$ cat src/rtl/small_array_sort_search_engine_top_defines.svh
// Assertion macros used by the top-level RTL file.
`ifndef SMALL_ARRAY_SORT_SEARCH_ENGINE_TOP_DEFINES_SVH
`define SMALL_ARRAY_SORT_SEARCH_ENGINE_TOP_DEFINES_SVH

`ifndef SYNTHESIS
`define SASE_ASSERT(lbl, clk, rst_n, prop, msg) \
    lbl: assert property (@(posedge clk) disable iff (!rst_n) (prop)) else $error(msg);
`define SASE_ASSERT_NEXT(lbl, clk, rst_n, ante, cons, msg) \
    lbl: assert property (@(posedge clk) disable iff (!rst_n) (ante) |=> (cons)) \
        else $error(msg);
`else
`define SASE_ASSERT(lbl, clk, rst_n, prop, msg)
`define SASE_ASSERT_NEXT(lbl, clk, rst_n, ante, cons, msg)
`endif

`endif

$ cat src/rtl/sase_pkg.sv
package sase_pkg;

    localparam int DEPTH  = 16;
    localparam int WIDTH  = 32;
    localparam int IDX_W  = $clog2(DEPTH);
    localparam int CNT_W  = $clog2(DEPTH + 1);
    localparam int OP_W   = 3;
    localparam int STAT_W = 2;
    localparam int MIDX_W = 4;

    typedef logic signed [WIDTH-1:0] t_word;
    typedef logic [IDX_W-1:0]        t_idx;
    typedef logic [CNT_W-1:0]        t_cnt;
    typedef logic [OP_W-1:0]         t_op;
    typedef logic [STAT_W-1:0]       t_status;
    typedef logic [MIDX_W-1:0]       t_midx;

    localparam t_op OP_CLEAR   = 3'd0;
    localparam t_op OP_APPEND  = 3'd1;
    localparam t_op OP_SEARCH  = 3'd2;
    localparam t_op OP_SORT    = 3'd3;
    localparam t_op OP_REVERSE = 3'd4;
    localparam t_op OP_READ    = 3'd5;

    localparam t_status ST_OK    = 2'd0;
    localparam t_status ST_FULL  = 2'd1;
    localparam t_status ST_EMPTY = 2'd2;

    typedef struct packed {
        logic eq;
        logic lt;
    } t_cmp_res;

    typedef struct packed {
        t_status status;
        logic    found;
        t_midx   midx;
        t_word   value;
        logic    last;
    } t_result;

endpackage

$ cat src/rtl/sase_if.sv
interface sase_in_if;
    import sase_pkg::*;

    logic  valid;
    logic  ready;
    t_op   operation;
    t_word operand_value;

    modport source (output valid, output operation, output operand_value, input ready);
    modport sink   (input valid, input operation, input operand_value, output ready);
endinterface

interface sase_out_if;
    import sase_pkg::*;

    logic    valid;
    logic    ready;
    t_status status;
    logic    found;
    t_midx   match_index;
    t_word   element_value;
    logic    last_item;

    modport source (output valid, output status, output found, output match_index,
                    output element_value, output last_item, input ready);
    modport sink   (input valid, input status, input found, input match_index,
                    input element_value, input last_item, output ready);
endinterface

$ cat src/rtl/sase_ram.sv
module sase_ram #(
    parameter int WIDTH = 32,
    parameter int DEPTH = 16
) (
    input  logic                     i_clk,
    input  logic                     i_wr_en,
    input  logic [$clog2(DEPTH)-1:0] i_wr_addr,
    input  logic [WIDTH-1:0]         i_wr_data,
    input  logic [$clog2(DEPTH)-1:0] i_rd_addr_a,
    input  logic [$clog2(DEPTH)-1:0] i_rd_addr_b,
    output logic [WIDTH-1:0]         o_rd_data_a,
    output logic [WIDTH-1:0]         o_rd_data_b
);

    logic [WIDTH-1:0] r_mem [DEPTH];
    logic [WIDTH-1:0] r_rd_data_a;
    logic [WIDTH-1:0] r_rd_data_b;

    always_ff @(posedge i_clk) begin
        if (i_wr_en) begin
            r_mem[i_wr_addr] <= i_wr_data;
        end
        r_rd_data_a <= r_mem[i_rd_addr_a];
        r_rd_data_b <= r_mem[i_rd_addr_b];
    end

    assign o_rd_data_a = r_rd_data_a;
    assign o_rd_data_b = r_rd_data_b;

endmodule

$ cat src/rtl/sase_cmp.sv
module sase_cmp (
    input  sase_pkg::t_word    i_a,
    input  sase_pkg::t_word    i_b,
    output sase_pkg::t_cmp_res o_res
);
    import sase_pkg::*;

    // signed compare, shared by search (equality) and sort (less than)
    always_comb begin
        o_res.eq = (i_a == i_b);
        o_res.lt = (i_a < i_b);
    end

endmodule

$ cat src/rtl/small_array_sort_search_engine_top.sv
// Small array sort and search engine.
// i_in carries one command per transaction (operation, operand_value); o_out carries
// result transactions (status, found, match_index, element_value, last_item).
// Every command but read out answers one transaction with last_item set; read out
// answers one per stored element, first to last, last_item on the final one, or one
// with empty status on an empty store. Codes 6 and 7 are dropped without a result.
// Commands run one at a time on a single comparator and a two-read-port store;
// i_in.ready is high only while the sequencer is idle. Search visits elements
// first to last until the first match; sort and reverse do nothing when fewer
// than two elements are stored; reverse swaps pairs from both ends; read out
// waits for each element's registered read before it answers.
// Results leave through an output register, so the next command is taken while
// the last result still waits. A stall on o_out holds the sequencer at its next
// result. Reset (synchronous) empties the store (count zero); no clearing pass.
module small_array_sort_search_engine_top (
    input logic        i_clk,
    input logic        i_rst_n,
    sase_in_if.sink    i_in,
    sase_out_if.source o_out
);
    import sase_pkg::*;

    `include "small_array_sort_search_engine_top_defines.svh"

    typedef enum logic [3:0] {
        S_IDLE, S_RESP,
        S_SRCH_W, S_SRCH_C,
        S_SRT_LW, S_SRT_LD, S_SRT_JW, S_SRT_C, S_SRT_WI,
        S_REV_W, S_REV_A, S_REV_B,
        S_RD_W, S_RD_O
    } t_state;

    t_state  r_state, n_state;
    t_cnt    r_count, n_count;
    t_idx    r_i, n_i;
    t_idx    r_j, n_j;
    t_word   r_val, n_val;
    t_word   r_cur, n_cur;
    t_result r_res, n_res;
    t_result r_out;
    logic    r_out_valid;

    logic     wr_en;
    t_idx     wr_addr;
    t_word    wr_data;
    t_word    rd_a, rd_b;
    t_word    cmp_a, cmp_b;
    t_cmp_res cmp;
    logic     slot_free;
    logic     emit;
    t_result  emit_res;
    logic     last_i, last_j;

    sase_ram #(.WIDTH(WIDTH), .DEPTH(DEPTH)) u_ram (
        .i_clk       (i_clk),
        .i_wr_en     (wr_en),
        .i_wr_addr   (wr_addr),
        .i_wr_data   (wr_data),
        .i_rd_addr_a (r_i),
        .i_rd_addr_b (r_j),
        .o_rd_data_a (rd_a),
        .o_rd_data_b (rd_b)
    );

    assign cmp_a = (r_state == S_SRT_C) ? rd_b  : rd_a;
    assign cmp_b = (r_state == S_SRT_C) ? r_cur : r_val;

    sase_cmp u_cmp (
        .i_a   (cmp_a),
        .i_b   (cmp_b),
        .o_res (cmp)
    );

    assign slot_free = !r_out_valid || o_out.ready;
    assign last_i    = (t_cnt'(r_i) == r_count - 1'b1);
    assign last_j    = (t_cnt'(r_j) == r_count - 1'b1);

    always_comb begin
        n_state  = r_state;
        n_count  = r_count;
        n_i      = r_i;
        n_j      = r_j;
        n_val    = r_val;
        n_cur    = r_cur;
        n_res    = r_res;
        wr_en    = 1'b0;
        wr_addr  = r_i;
        wr_data  = r_cur;
        emit     = 1'b0;
        emit_res = r_res;

        unique case (r_state)
            S_IDLE: begin
                if (i_in.valid) begin
                    n_val      = i_in.operand_value;
                    n_res      = '0;
                    n_res.last = 1'b1;
                    n_i        = '0;
                    n_state    = S_RESP;
                    unique case (i_in.operation)
                        OP_CLEAR: begin
                            n_count = '0;
                        end
                        OP_APPEND: begin
                            if (r_count == t_cnt'(DEPTH)) begin
                                n_res.status = ST_FULL;
                            end else begin
                                wr_en   = 1'b1;
                                wr_addr = t_idx'(r_count);
                                wr_data = i_in.operand_value;
                                n_count = r_count + 1'b1;
                            end
                        end
                        OP_SEARCH: begin
                            if (r_count != '0) begin
                                n_state = S_SRCH_W;
                            end
                        end
                        OP_SORT: begin
                            if (r_count >= t_cnt'(2)) begin
                                n_state = S_SRT_LW;
                            end
                        end
                        OP_REVERSE: begin
                            if (r_count >= t_cnt'(2)) begin
                                n_j     = t_idx'(r_count - 1'b1);
                                n_state = S_REV_W;
                            end
                        end
                        OP_READ: begin
                            if (r_count == '0) begin
                                n_res.status = ST_EMPTY;
                            end else begin
                                n_state = S_RD_W;
                            end
                        end
                        default: begin
                            n_state = S_IDLE;
                        end
                    endcase
                end
            end
            S_RESP: begin
                if (slot_free) begin
                    emit    = 1'b1;
                    n_state = S_IDLE;
                end
            end
            S_SRCH_W: n_state = S_SRCH_C;
            S_SRCH_C: begin
                if (cmp.eq) begin
                    n_res.found = 1'b1;
                    n_res.midx  = t_midx'(r_i);
                    n_state     = S_RESP;
                end else if (last_i) begin
                    n_state = S_RESP;
                end else begin
                    n_i     = r_i + 1'b1;
                    n_state = S_SRCH_W;
                end
            end
            S_SRT_LW: n_state = S_SRT_LD;
            S_SRT_LD: begin
                n_cur   = rd_a;
                n_j     = r_i + 1'b1;
                n_state = S_SRT_JW;
            end
            S_SRT_JW: n_state = S_SRT_C;
            S_SRT_C: begin
                // r_cur stands for the element at position i
                if (cmp.lt) begin
                    wr_en   = 1'b1;
                    wr_addr = r_j;
                    wr_data = r_cur;
                    n_cur   = rd_b;
                end
                if (last_j) begin
                    n_state = S_SRT_WI;
                end else begin
                    n_j     = r_j + 1'b1;
                    n_state = S_SRT_JW;
                end
            end
            S_SRT_WI: begin
                wr_en   = 1'b1;
                wr_addr = r_i;
                wr_data = r_cur;
                if (t_cnt'(r_i) + t_cnt'(2) == r_count) begin
                    n_state = S_RESP;
                end else begin
                    n_i     = r_i + 1'b1;
                    n_state = S_SRT_LW;
                end
            end
            S_REV_W: n_state = S_REV_A;
            S_REV_A: begin
                wr_en   = 1'b1;
                wr_addr = r_i;
                wr_data = rd_b;
                n_cur   = rd_a;
                n_state = S_REV_B;
            end
            S_REV_B: begin
                wr_en   = 1'b1;
                wr_addr = r_j;
                wr_data = r_cur;
                if (t_cnt'(r_i) + t_cnt'(2) < t_cnt'(r_j)) begin
                    n_i     = r_i + 1'b1;
                    n_j     = r_j - 1'b1;
                    n_state = S_REV_W;
                end else begin
                    n_state = S_RESP;
                end
            end
            S_RD_W: n_state = S_RD_O;
            S_RD_O: begin
                if (slot_free) begin
                    emit           = 1'b1;
                    emit_res       = '0;
                    emit_res.value = rd_a;
                    emit_res.last  = last_i;
                    if (last_i) begin
                        n_state = S_IDLE;
                    end else begin
                        n_i     = r_i + 1'b1;
                        n_state = S_RD_W;
                    end
                end
            end
            default: n_state = S_IDLE;
        endcase
    end

    always_ff @(posedge i_clk) begin
        if (!i_rst_n) begin
            r_state     <= S_IDLE;
            r_count     <= '0;
            r_out_valid <= 1'b0;
        end else begin
            r_state <= n_state;
            r_count <= n_count;
            if (emit) begin
                r_out_valid <= 1'b1;
            end else if (o_out.ready) begin
                r_out_valid <= 1'b0;
            end
        end
        r_i   <= n_i;
        r_j   <= n_j;
        r_val <= n_val;
        r_cur <= n_cur;
        r_res <= n_res;
        if (emit) begin
            r_out <= emit_res;
        end
    end

    assign i_in.ready          = (r_state == S_IDLE);
    assign o_out.valid         = r_out_valid;
    assign o_out.status        = r_out.status;
    assign o_out.found         = r_out.found;
    assign o_out.match_index   = r_out.midx;
    assign o_out.element_value = r_out.value;
    assign o_out.last_item     = r_out.last;

    `SASE_ASSERT(a_count_range, i_clk, i_rst_n, r_count <= t_cnt'(DEPTH), "count above depth")
    `SASE_ASSERT(a_wr_range, i_clk, i_rst_n, wr_en |-> (t_cnt'(wr_addr) <= r_count),
        "store write beyond element count")
    `SASE_ASSERT(a_sort_pair, i_clk, i_rst_n, (r_state == S_SRT_C) |-> (r_j > r_i),
        "sort inner index not above outer index")
    `SASE_ASSERT(a_rev_pair, i_clk, i_rst_n, (r_state == S_REV_B) |-> (r_i < r_j),
        "reverse indices crossed")
    `SASE_ASSERT_NEXT(a_clear, i_clk, i_rst_n,
        i_in.valid && i_in.ready && (i_in.operation == OP_CLEAR), r_count == '0,
        "clear left elements")

endmodule

$ cat src/flat_wrapper.sv
// flat-port wrapper written by rule: the top's interface ports become plain ports
module small_array_sort_search_engine_top_flat import sase_pkg::*;
  (i_clk, i_rst_n, i_in_valid, i_in_operation, i_in_operand_value, i_in_ready, o_out_valid, o_out_status, o_out_found, o_out_match_index, o_out_element_value, o_out_last_item, o_out_ready);
  sase_in_if i_in_i ();
  sase_out_if o_out_i ();
  input logic i_clk;
  input logic i_rst_n;
  input wire logic [$bits(i_in_i.valid)-1:0] i_in_valid;
  input wire logic [$bits(i_in_i.operation)-1:0] i_in_operation;
  input wire logic [$bits(i_in_i.operand_value)-1:0] i_in_operand_value;
  output wire logic [$bits(i_in_i.ready)-1:0] i_in_ready;
  output wire logic [$bits(o_out_i.valid)-1:0] o_out_valid;
  output wire logic [$bits(o_out_i.status)-1:0] o_out_status;
  output wire logic [$bits(o_out_i.found)-1:0] o_out_found;
  output wire logic [$bits(o_out_i.match_index)-1:0] o_out_match_index;
  output wire logic [$bits(o_out_i.element_value)-1:0] o_out_element_value;
  output wire logic [$bits(o_out_i.last_item)-1:0] o_out_last_item;
  input wire logic [$bits(o_out_i.ready)-1:0] o_out_ready;
  assign i_in_i.valid = i_in_valid;
  assign i_in_i.operation = i_in_operation;
  assign i_in_i.operand_value = i_in_operand_value;
  assign i_in_ready = i_in_i.ready;
  assign o_out_valid = o_out_i.valid;
  assign o_out_status = o_out_i.status;
  assign o_out_found = o_out_i.found;
  assign o_out_match_index = o_out_i.match_index;
  assign o_out_element_value = o_out_i.element_value;
  assign o_out_last_item = o_out_i.last_item;
  assign o_out_i.ready = o_out_ready;
  small_array_sort_search_engine_top u_core (.i_clk(i_clk), .i_rst_n(i_rst_n), .i_in(i_in_i), .o_out(o_out_i));
endmodule
$ cat config.mk
export PLATFORM = sky130hd
export DESIGN_NAME = small_array_sort_search_engine_top_flat
export DESIGN_NICKNAME = d
export VERILOG_FILES = /design/src/rtl/sase_pkg.sv /design/src/rtl/sase_if.sv /design/src/rtl/sase_ram.sv /design/src/rtl/sase_cmp.sv /design/src/rtl/small_array_sort_search_engine_top.sv /design/src/flat_wrapper.sv
export VERILOG_INCLUDE_DIRS = /design/src /design/src/rtl
export SDC_FILE = /design/constraint.sdc
export NUM_CORES = 1
export LEC_CHECK = 0
export ABC_AREA = 1
export BUFFER_PORTS_ARGS = -buffer_cell sky130_fd_sc_hd__buf_2
export CAP_MARGIN = 20
export CORE_MARGIN = 2
export CORE_UTILIZATION = 25
export CTS_CLUSTER_DIAMETER = 60
export CTS_CLUSTER_SIZE = 24
export DETAILED_ROUTE_END_ITERATION = 6
export GPL_ROUTABILITY_DRIVEN = 0
export PLACE_DENSITY_LB_ADDON = 0.05
export REMOVE_ABC_BUFFERS = 1
export SYNTH_ARGS = -nofsm -noshare
export SYNTH_HDL_FRONTEND = slang
export SYNTH_HIERARCHICAL = 1
export SYNTH_SLANG_ARGS = --single-unit
export TNS_END_PERCENT = 50
$ cat constraint.sdc
create_clock -name i_clk -period 5.65 [get_ports i_clk]
set_input_delay 1.13 -clock i_clk [delete_from_list [all_inputs] [get_ports i_clk]]
set_output_delay 1.13 -clock i_clk [all_outputs]
set_load 0.02 [all_outputs]
==> impl_metrics.tcl <==
set metrics [dict create \
    fin_cells 6387 \
    finalHoldViolCount 0 \
    final_core_util_pct 29.62 \
    startpoint_type "register" \
    slew-limit-headroom_pct 25.80 \
    number_of_cells_on_the_worst_reg_to_reg_path 21 \
    num_io_pins 81 \
    grt_max_degree 131 \
    synth_compound_area_share_pct 2.994 \
    slew_viol_final 0 \
    cts_tree "built" \
    reg2reg_from "u_core/r_state[0]$_SDFFE_PN0P_" \
    worst_path_max_delay_cell "dfxtp_1" \
    cts.sink_count 705 \
    yosys.area.top_type_share_pct 51.35 \
    firstDrtPassIters 6 \
    dp_slack_ns 0.2572 \
    worstSetupEndpointType "register" \
    cts_buffer_depth 3 \
    critical-path-max-stage-delay_ns 0.48 \
    holdCritPathClass "register to register" \
    combinational_family_with_the_most_area_after_synthesis "simple AND/OR/NAND/NOR gates" \
    critical_path.top_delay_family "simple AND/OR/NAND/NOR gates" \
    die_h_um 388.2 \
    final_min_period_over_clock_period_pct 92.71 \
    endpoint_worst_hold "u_core/o_out.match_index[1]$_DFFE_PP_" \
    power_density_nw_per_um2 344.8 \
    power.static_leakage_nw 18.78 \
    synthMuxAreaShare_pct 0 \
    antenna_cells 0 \
    worstHoldStart "u_core/r_res[34]$_SDFFCE_PN0P_" \
    worstSetupPathType "register to register" \
    postSynthCellCount 4332 \
    clk_transition_reported_paths_ns 0.06 \
    worst-endpoint-required_ns 6.04 \
    drv.max_cap_violation_count 0 \
    hpwl_um 98590 \
    drt-vias-per-instance 4.720 \
    die_w_um 388.2 \
    finalSetupViolations 0 \
    synth.area.top_cells "edfxtp_1 (51%), nand2_1 (14%), nand3_1 (13%)" \
    synth_area_sq_um 36900 \
    fin_tns_setup_ns 0 \
    htree_levels 3 \
    antenna_violating_nets_post_route 0 \
    synth_seq_area_share_pct 55.37 \
    post_cts.resized_instances 0 \
    dpl.cell_count 6176 \
    final.setup_skew_ns 0.03447 \
    yosysTopAreaCell "edfxtp_1" \
    synth-warning-count 6 \
    drt_drc_violations_left 0 \
    global_route_wire_length_before_repair_um 226800 \
    run_status "finished, final reports clean" \
    ir_drop_mv 0.2563 \
    start_util_pct 25.26 \
    synth_adder_area_share_pct 1.546 \
    drt-wirelength-per-cell_um 25.03 \
    buffer_ports.inserted 80 \
    critical_path_buf_inv_count 4 \
    synthToLayoutAreaGrowth_pct 17.27 \
    clock_insertion_delay_worst_skew_ns 0.73 \
    overflow 0 \
    placementRows 140 \
    worst_case_setup_margin_in_the_final_layout_ns 0.4120 \
    final.min_clock_period_ns 5.238 \
    worst_path_most_repeated_cell "nand2_1" \
    r2r_setup_slack_ns 0.41 \
    number_of_antenna_violations_at_the_first_check_in_global_routing 10 \
    cts-root-buf "clkbuf_16" \
    crit_path_max_fanout 27 \
    worst_pin_slew_ns 1.113 \
    dr.first_iter.drc_count 2567 \
    grt.total_usage_pct 20.91 \
    commonest_non_fill_non_tap_cells_in_the_layout "nand2_1 (1,341), nand3_1 (928), inv_1 (706), edfxtp_1 (631), clkbuf_16 (111)" \
    routed_wl_um 159900 \
    avgSynthCellArea_sq_um 8.517 \
    worstPathCellList "nand2_1, nor2_4, clkinv_2, buf_4, o21ai_1, inv_1, ha_1, nand2_1, o21ai_0, a21oi_1, nand2_1, nand2_1, nand3_1, nand2_1, nand2_1, nor2_1, o31ai_1, o21ai_0, nand3b_1, nor2_4, buf_12" \
    synth_cell_types 46 \
    synth_xor_area_share_pct 0.1187 \
    count_of_filler_cells_inserted_in_the_layout 15571 \
    core-area_sq_um 146100 \
    final_common_cell "nand2_1" \
    hold-path-cell-count 2 \
    worst_hold_slack_after_final_layout_ns 0.5451 \
    clock.fmax_mhz 190.9 \
    worstReg2RegEnd "u_core/u_ram/r_mem[10][11]$_DFFE_PP_" \
    die-area_sq_um 150700 \
    unrepaired_setup_endpoints_after_global_routing "false" \
    first_global_vias 29473 \
    post_route_cells_drive_above_1_share_pct 10.04 \
    yosys.area_share.simple_pct 28.35 \
    post_synthesis_sequential_element_count 705 \
    routed-via-count 30145 \
    crit_arrival_ns 5.63 \
    cts_buffers 110 \
    fin_nets 4458 \
]
per-stage QoR:
step / total power, mW / cell area, sq um
2_1_floorplan: 6.968 / 35320
3_3_place_gp: 7.839 / 39380
3_5_place_dp: 7.813 / 39380
4_1_cts: 15.13 / 43220
5_1_grt: 15.51 / 43270
6_report: 14.92 / 43270
tightest hold or removal path: stages, from the launching register on:
cell,delay (ns)
edfxtp_1,0.32
inv_1,0.03
nor2_1,0.08
state kept, by name, summed over array words and instances (netlist names), 2 cells and up:
name and flops:
u_core/r_val 32, u_core/r_cur 32, u_core/u_ram/r_mem 512, u_core/o_out.match_index 4, u_core/r_state 4, u_core/u_ram/o_rd_data_b 32, u_core/o_out.status 2, u_core/r_j 4
u_core/r_count 5, u_core/o_out.element_value 32, u_core/u_ram/o_rd_data_a 32, u_core/r_res 7, u_core/r_i 4
worst max path at each step:
stage                                   startpoint  cells past startpoint                                    to
CTS                 u_core/r_state[0]$_SDFFE_PN0P_                     21    u_core/u_ram/r_mem[6][0]$_DFFE_PP_
detailed placement  u_core/r_state[0]$_SDFFE_PN0P_                     21   u_core/u_ram/r_mem[6][21]$_DFFE_PP_
global route        u_core/r_state[0]$_SDFFE_PN0P_                     23  u_core/u_ram/r_mem[10][12]$_DFFE_PP_
floorplan                  u_core/r_j[0]$_DFFE_PP_                      6  u_core/u_ram/o_rd_data_b[11]$_DFF_P_
finish              u_core/r_state[0]$_SDFFE_PN0P_                     21  u_core/u_ram/r_mem[10][11]$_DFFE_PP_
global placement    u_core/r_state[0]$_SDFFE_PN0P_                     21   u_core/u_ram/r_mem[6][21]$_DFFE_PP_
synthesized netlist by cell type (all sizes together):
cell and instances:
a211oi 2, a21o 1, a21oi 27, and3 1, buf 223, clkbuf 23, clkinv 1, dfxtp 74
edfxtp 631, fa 1, ha 44, inv 720, nand2 1347, nand3 930, nand3b 4, nand4 10
nor2 121, nor3 8, nor3b 1, nor4 1, o211ai 1, o21a 1, o21ai 113, o21bai 1
o221ai 38, o22ai 1, o31ai 2, xnor2 3, xor2 2
kinds of logic (layout without fill, tap and decap cells):
group                    after synthesis  in the layout
AND/OR/NAND/NOR                     2423           2423
buffers and inverters                967           1105
flip-flops                           705            705
AO/OA/AOI/OAI                        187            187
adder cells (fa/ha/maj)               45             45
XOR/XNOR                               5              5
power by group:
part	switching, mW	internal (mW)
registers	0.0557	5.79
logic	1.39	0.458
clock network	2.89	4.34
total	4.33	10.6
timing repair:
| item | in CTS | in global routing |
|---|---|---|
| setup endpoints to repair | 0 | 22 |
| buffers inserted | 0 | 1 |
| hold buffers | 0 | 0 |
area by class of cell:
cell class / count / area (sq um) / share of cell area [%]
sequential: 705 / 20430 / 47.22
multi-input combinational: 2660 / 12450 / 28.77
clock buffer: 126 / 2884 / 6.665
inverter: 721 / 2738 / 6.327
tap: 1917 / 2399 / 5.543
timing repair buffer: 176 / 1411 / 3.262
clock inverter: 82 / 958.4 / 2.215
layer usage:
layer / routed length (um) / global-route usage [%]
met2: 71280 / 32.75
met4: 3547 / 5.596
met1: 77540 / 30.32
met3: 7478 / 2.516
met5: 13 / 0
Note: power is estimated with default switching activity, not from simulation.
